`src/rtl/core/ghist_pkg.sv`:
```
package ghist_pkg;

  localparam int unsigned NumBinsDef   = 256;
  localparam int unsigned CountBitsDef = 24;

  localparam int unsigned ScaleW     = 10;
  localparam int unsigned HeightW    = 10;
  localparam int unsigned OutCountW  = 24;
  localparam int unsigned KindW      = 2;
  localparam int unsigned PixelW     = 8;

  localparam logic [ScaleW-1:0] ScaleReset = ScaleW'(300);

  localparam logic [KindW-1:0] KIND_PIXEL = 2'd0;
  localparam logic [KindW-1:0] KIND_READ  = 2'd1;
  localparam logic [KindW-1:0] KIND_CLEAR = 2'd2;

  typedef struct packed {
    logic [KindW-1:0]  kind;
    logic [PixelW-1:0] gray_pixel;
    logic [PixelW-1:0] bin_select;
  } item_t;

  typedef struct packed {
    logic [OutCountW-1:0] bin_count;
    logic [HeightW-1:0]   bin_height;
    logic [OutCountW-1:0] peak_count;
  } result_t;

endpackage

```
`src/rtl/core/ghist_scale.sv`:
```
module ghist_scale #(
  parameter int unsigned COUNT_BITS = ghist_pkg::CountBitsDef
) (
  input  logic                          clk_i,
  input  logic                          rst_ni,
  input  logic                          start_i,
  input  logic [COUNT_BITS-1:0]         count_i,
  input  logic [COUNT_BITS-1:0]         peak_i,
  input  logic [ghist_pkg::ScaleW-1:0]  scale_i,
  output logic                          done_o,
  output logic [ghist_pkg::HeightW-1:0] height_o
);

  localparam int unsigned HW     = ghist_pkg::HeightW;
  localparam int unsigned ProdW  = COUNT_BITS + ghist_pkg::ScaleW;
  localparam int unsigned StepW  = $clog2(HW);

  typedef enum logic [2:0] {
    SC_IDLE = 3'b001,
    SC_MUL  = 3'b010,
    SC_DIV  = 3'b100
  } scale_state_e;

  scale_state_e                 state_q, state_d;
  logic [COUNT_BITS-1:0]        count_q;
  logic [COUNT_BITS-1:0]        peak_q;
  logic [ghist_pkg::ScaleW-1:0] scale_q;
  logic [ProdW-1:0]             rem_q, rem_d;
  logic [ProdW-1:0]             div_q, div_d;
  logic [HW-1:0]                quo_q, quo_d;
  logic [StepW-1:0]             step_q, step_d;
  logic                         done_q, done_d;
  logic                         fits;

  assign fits = (rem_q >= div_q);

  always_comb begin
    state_d = state_q;
    rem_d   = rem_q;
    div_d   = div_q;
    quo_d   = quo_q;
    step_d  = step_q;
    done_d  = 1'b0;
    case (state_q)
      SC_IDLE: begin
        if (start_i) begin
          state_d = SC_MUL;
        end
      end
      SC_MUL: begin
        rem_d   = ProdW'(count_q) * ProdW'(scale_q);
        div_d   = ProdW'(peak_q) << (HW - 1);
        quo_d   = '0;
        step_d  = StepW'(HW - 1);
        state_d = SC_DIV;
      end
      SC_DIV: begin
        if (fits) begin
          rem_d = rem_q - div_q;
        end
        quo_d = {quo_q[HW-2:0], fits};
        div_d = div_q >> 1;
        step_d = step_q - StepW'(1);
        if (step_q == '0) begin
          done_d  = 1'b1;
          state_d = SC_IDLE;
        end
      end
      default: begin
        state_d = SC_IDLE;
      end
    endcase
  end

  always_ff @(posedge clk_i or negedge rst_ni) begin
    if (!rst_ni) begin
      state_q <= SC_IDLE;
      done_q  <= 1'b0;
    end else begin
      state_q <= state_d;
      done_q  <= done_d;
    end
  end

  always_ff @(posedge clk_i) begin
    if (start_i && (state_q == SC_IDLE)) begin
      count_q <= count_i;
      peak_q  <= peak_i;
      scale_q <= scale_i;
    end
    rem_q  <= rem_d;
    div_q  <= div_d;
    quo_q  <= quo_d;
    step_q <= step_d;
  end

  assign done_o   = done_q;
  assign height_o = (peak_q == '0) ? '0 : quo_q;

endmodule

```
`config.mk`:
```
export PLATFORM = sky130hd
export DESIGN_NAME = ghist_scale
export DESIGN_NICKNAME = d
export VERILOG_FILES = /design/src/rtl/core/ghist_pkg.sv /design/src/rtl/core/ghist_scale.sv
export SDC_FILE = /design/constraint.sdc
export NUM_CORES = 1
export LEC_CHECK = 0
export ABC_CLOCK_PERIOD_IN_PS = 16100
export BUFFER_PORTS_ARGS = -buffer_cell sky130_fd_sc_hd__clkbuf_2
export CORE_MARGIN = 2
export CORE_UTILIZATION = 65
export DETAILED_ROUTE_END_ITERATION = 12
export HOLD_SLACK_MARGIN = 0.06
export PLACE_DENSITY = 0.84
export SLEW_MARGIN = 20
export SYNTH_ARGS = -nofsm -noshare
export SYNTH_HDL_FRONTEND = slang
export SYNTH_SLANG_ARGS = --single-unit
```
`constraint.sdc`:
```
create_clock -name clk_i -period 16.1 [get_ports clk_i]
set_clock_uncertainty 0.05 [all_clocks]
set_input_delay 3.22 -clock clk_i [delete_from_list [all_inputs] [get_ports clk_i]]
set_output_delay 3.22 -clock clk_i [all_outputs]
set_load 0.02 [all_outputs]
```
==> run summary <==
The storage element area came out at 4280 um^2. The final critical path takes up 39.6% of the cycle. The vertical die dimension came out at 154 um. STA classifies the critical path startpoint as a flop. After synthesis, the mean cell area works out to 9.85 um^2.

The number of violations reported at the end of detailed-routing iteration 0 came out at 892. The site row count came out at 54. The fraction of registers with async set/reset is under 10%.

The tree is rooted in a clkbuf_16. The later-pin clock latency in the skew report came out at 0.44 ns. The number of instances resized during post-cts repair is 0.

After technology mapping, the gate count stands at 1476. The largest net degree at the start of global routing came out at 98. The synthesized net count came out at 1815. The H-tree level count came out at 4. The flow ran to the end, and the final reports show no timing, DRC or antenna violations.

The cell area after synthesis came out at roughly 15000 um^2. Setup total negative slack on the finished layout was measured at 0 ns. The final layout contains routed wiring with a total length of 32600 um. In this run the worst path has a maximum fanout of 24. The number of detailed-route iterations in the first pass came out at 6. Clock-pin slew was measured on the worst setup and hold paths at 0.07 ns.

Cells with a size suffix above 1 make up under 10% of the layout. TritonCTS built the clock tree. The dominant combinational cell family by area after synthesis is adder cells. The total overflow left after global routing is 0. The wire length per cell came out at between 15 and 20 um. The initial antenna violation count is 0. Based on the critical path, the design can be clocked at up to 157 MHz. Among all flip-flop cells after synthesis, the most frequent one is edfxtp_1.

The I/O pin count came out at 72. The simple-gate share of the synthesized area came out at 16.2%. The hold violation total from the final report is 0. Routability-driven placement finished with a final weighted congestion of 0.924. Summed over all nets, the half-perimeter wirelength after detailed placement is roughly 24000 um. The worst slew margin relative to its limit came out at 36.7%.

The number of nets at the end of the flow is 1842. The overall fraction of global-route tracks in use is 29.1%. The total DRC errors in the routed layout came out at 0. In this run the tool buffered the top-level ports with 71 buffer cells.

For this design, the CTS-stage hold fixing added 0 buffers. After detailed routing, the number of vias per cell comes to 5.93. The number of flops mapped to enable cells by yosys is 139. The number of CTS-inserted buffers is 17. The core box area came out at 21900 um^2. Post-CTS timing repair inserted 0 buffers for setup. The endpoint arrival time on the critical path came out at 6.48 ns. Summing the areas of all compound-gate instances in the mapped netlist gives 10.4% of the synthesized area.

The floorplan step set the die width to ~150 um. The buffer levels on the longest clock path is 2. Setup repair after global routing left no endpoint under its margin. The max-cap violation count is 0. The number of distinct library cells after synthesis is 65. The share of the yosys chip area belonging to registers came out at 29.4%. In the layout the commonest cells are 213 x inv_1, 188 x nand2_1, 175 x fa_1. The portion of netlist area occupied by mux cells is 0.206%. The share of the synthesized netlist area taken by xor and xnor gates came out at 3.55%. Counting the fill cells in the layout gives 1563. The via count of the first global-routing pass is 11000. The layout overhead on the synthesized area came out at 7.53%.

The first-pass GRT wire length came out at ~55000 um. The detailed router placed 10700 vias in this run. The count of nets left with antenna violations once routing finished came out at 0. The clock sink total is ~140.

The effective utilization at floorplan is 66.4%. The worst setup path is captured at a flop. The arithmetic-cell share of the synthesized area counting full adders, half adders and majority gates is about 33%. The total number of yosys warnings is 0. The number of setup violations in the final report is 0. The register bit count reported by yosys came out at 143.

The min-delay analysis places its worst path in the category reg2reg. Leaving out fill and tap cells, the most frequent cell in the layout is inv_1. The pin slew with the least headroom to its limit came out at 0.950 ns. The number of max-slew violations in the final report came out at 0.

The area of the die is 23600 um^2. The worst setup path is of the reg2reg kind. The routed design could run at a clock period as short as 6.38 ns. The antenna diode count came out at 0. The area occupied by multi-input gates came out at 9240 um^2. The critical path required time came out at 16.20 ns.
## layer usage
metal  vias up  global-route usage, %  part of all wire [%]
met5         -                      0                     0
met1      5154                   40.0                    42
met3        74                   4.99                   8.0
met4         0                   8.56                   2.2
met2       528                   48.0                    48
li1       4897                      -                     -
## stage by stage
stage / instance area (um^2) / cells / hold WS [ns] / setup WS (ns) / utilization, %
finish: 15600 / 1796 / 0.492 / 9.72 / 71.4
global route: 15600 / 1796 / 0.512 / 9.45 / 71.4
CTS: 15600 / 1796 / 0.492 / 9.84 / 71.4
detailed placement: 15100 / 1764 / 0.484 / 9.90 / 68.8
global placement: 15100 / 1764 / 0.469 / 10.02 / 68.8
floorplan: 14500 / 1476 / 0.396 / 6.57 / -
## layout make-up
type                    instances  share of cell area (%)
inverters                     213                    5.11
clock inverters                15                   0.936
clock buffers                  17                    2.72
flip-flops and latches        143                    27.3
well taps                     280                    2.24
repair buffers                 77                    2.56
multi-input cells            1051                    59.1
## worst max-delay path: stages (launching register included)
cell      delay, ns
edfxtp_1       0.98
nand2_1        0.21
fa_1           0.55
inv_1          0.06
fa_1           0.52
fa_1           0.54
fa_1           0.50
inv_1          0.05
fa_1           0.47
inv_1          0.04
ha_1           0.33
and3_1         0.24
nand3_1        0.10
o21ai_0        0.11
o21ai_1        0.29
a31oi_1        0.19
a31o_1         0.27
o41a_1         0.32
xnor2_1        0.16
a21oi_1        0.09
## flip-flops by register name, summed over array words and instances, names as in the netlist
| register | cells |
|---|---|
| count_q | 24 |
| div_q | 33 |
| step_q | 4 |
| done_o | 1 |
| scale_q | 10 |
| state_q | 3 |
| quo_q | 10 |
| peak_q | 24 |
| rem_q | 34 |
## logic make-up (layout without fill, tap and decap cells)
group                      after synthesis  after routing
adders and majority gates              278            278
muxes                                    3              3
and+or+nand+nor                        476            476
AOI/OAI and AO/OA                      235            235
xor gates and xnor gates                59             59
buffers and inverters                  282            322
DFF                                    143            143
## final timing paths
path	end	startpoint	cells after the start	slack, ns
max	rem_q[31]	scale_q[3]	19	9.72
min	state_q[1]	state_q[2]	1	0.49
max reg2reg	rem_q[31]	scale_q[3]	19	9.72
min reg2reg	state_q[1]	state_q[2]	1	0.49
max in group asynchronous	state_q[0]	rst_ni	1	13.26
min in group asynchronous	done_o	rst_ni	1	2.53
## cell usage after synthesis, drive strengths merged, types with 4 or more instances
library cell | count | area [um^2]
nor2b | 15 | 93.8
inv | 213 | 800
fa | 175 | 3500
nand4 | 13 | 81.3
nand2b | 11 | 68.8
nor4 | 8 | 50.1
edfxtp | 139 | 4170
a211oi | 4 | 30.0
and2 | 134 | 841
a41oi | 5 | 51.3
o31ai | 5 | 51.3
clkbuf | 62 | 233
buf | 7 | 30.0
a31oi | 14 | 109
or3 | 5 | 31.3
nor2 | 56 | 210
xor2 | 26 | 228
xnor2 | 33 | 289
nor3 | 12 | 60.1
nand3 | 16 | 80.1
o211ai | 8 | 65.1
nand2 | 188 | 706
o21ai | 68 | 352
and3 | 8 | 50.1
o21a | 6 | 45.0
a21oi | 72 | 368
o21bai | 5 | 37.5
a21o | 25 | 188
ha | 103 | 1290
Power is not shown: default switching activity piles up to over one toggle a cycle in this logic, so the estimate is an artifact.
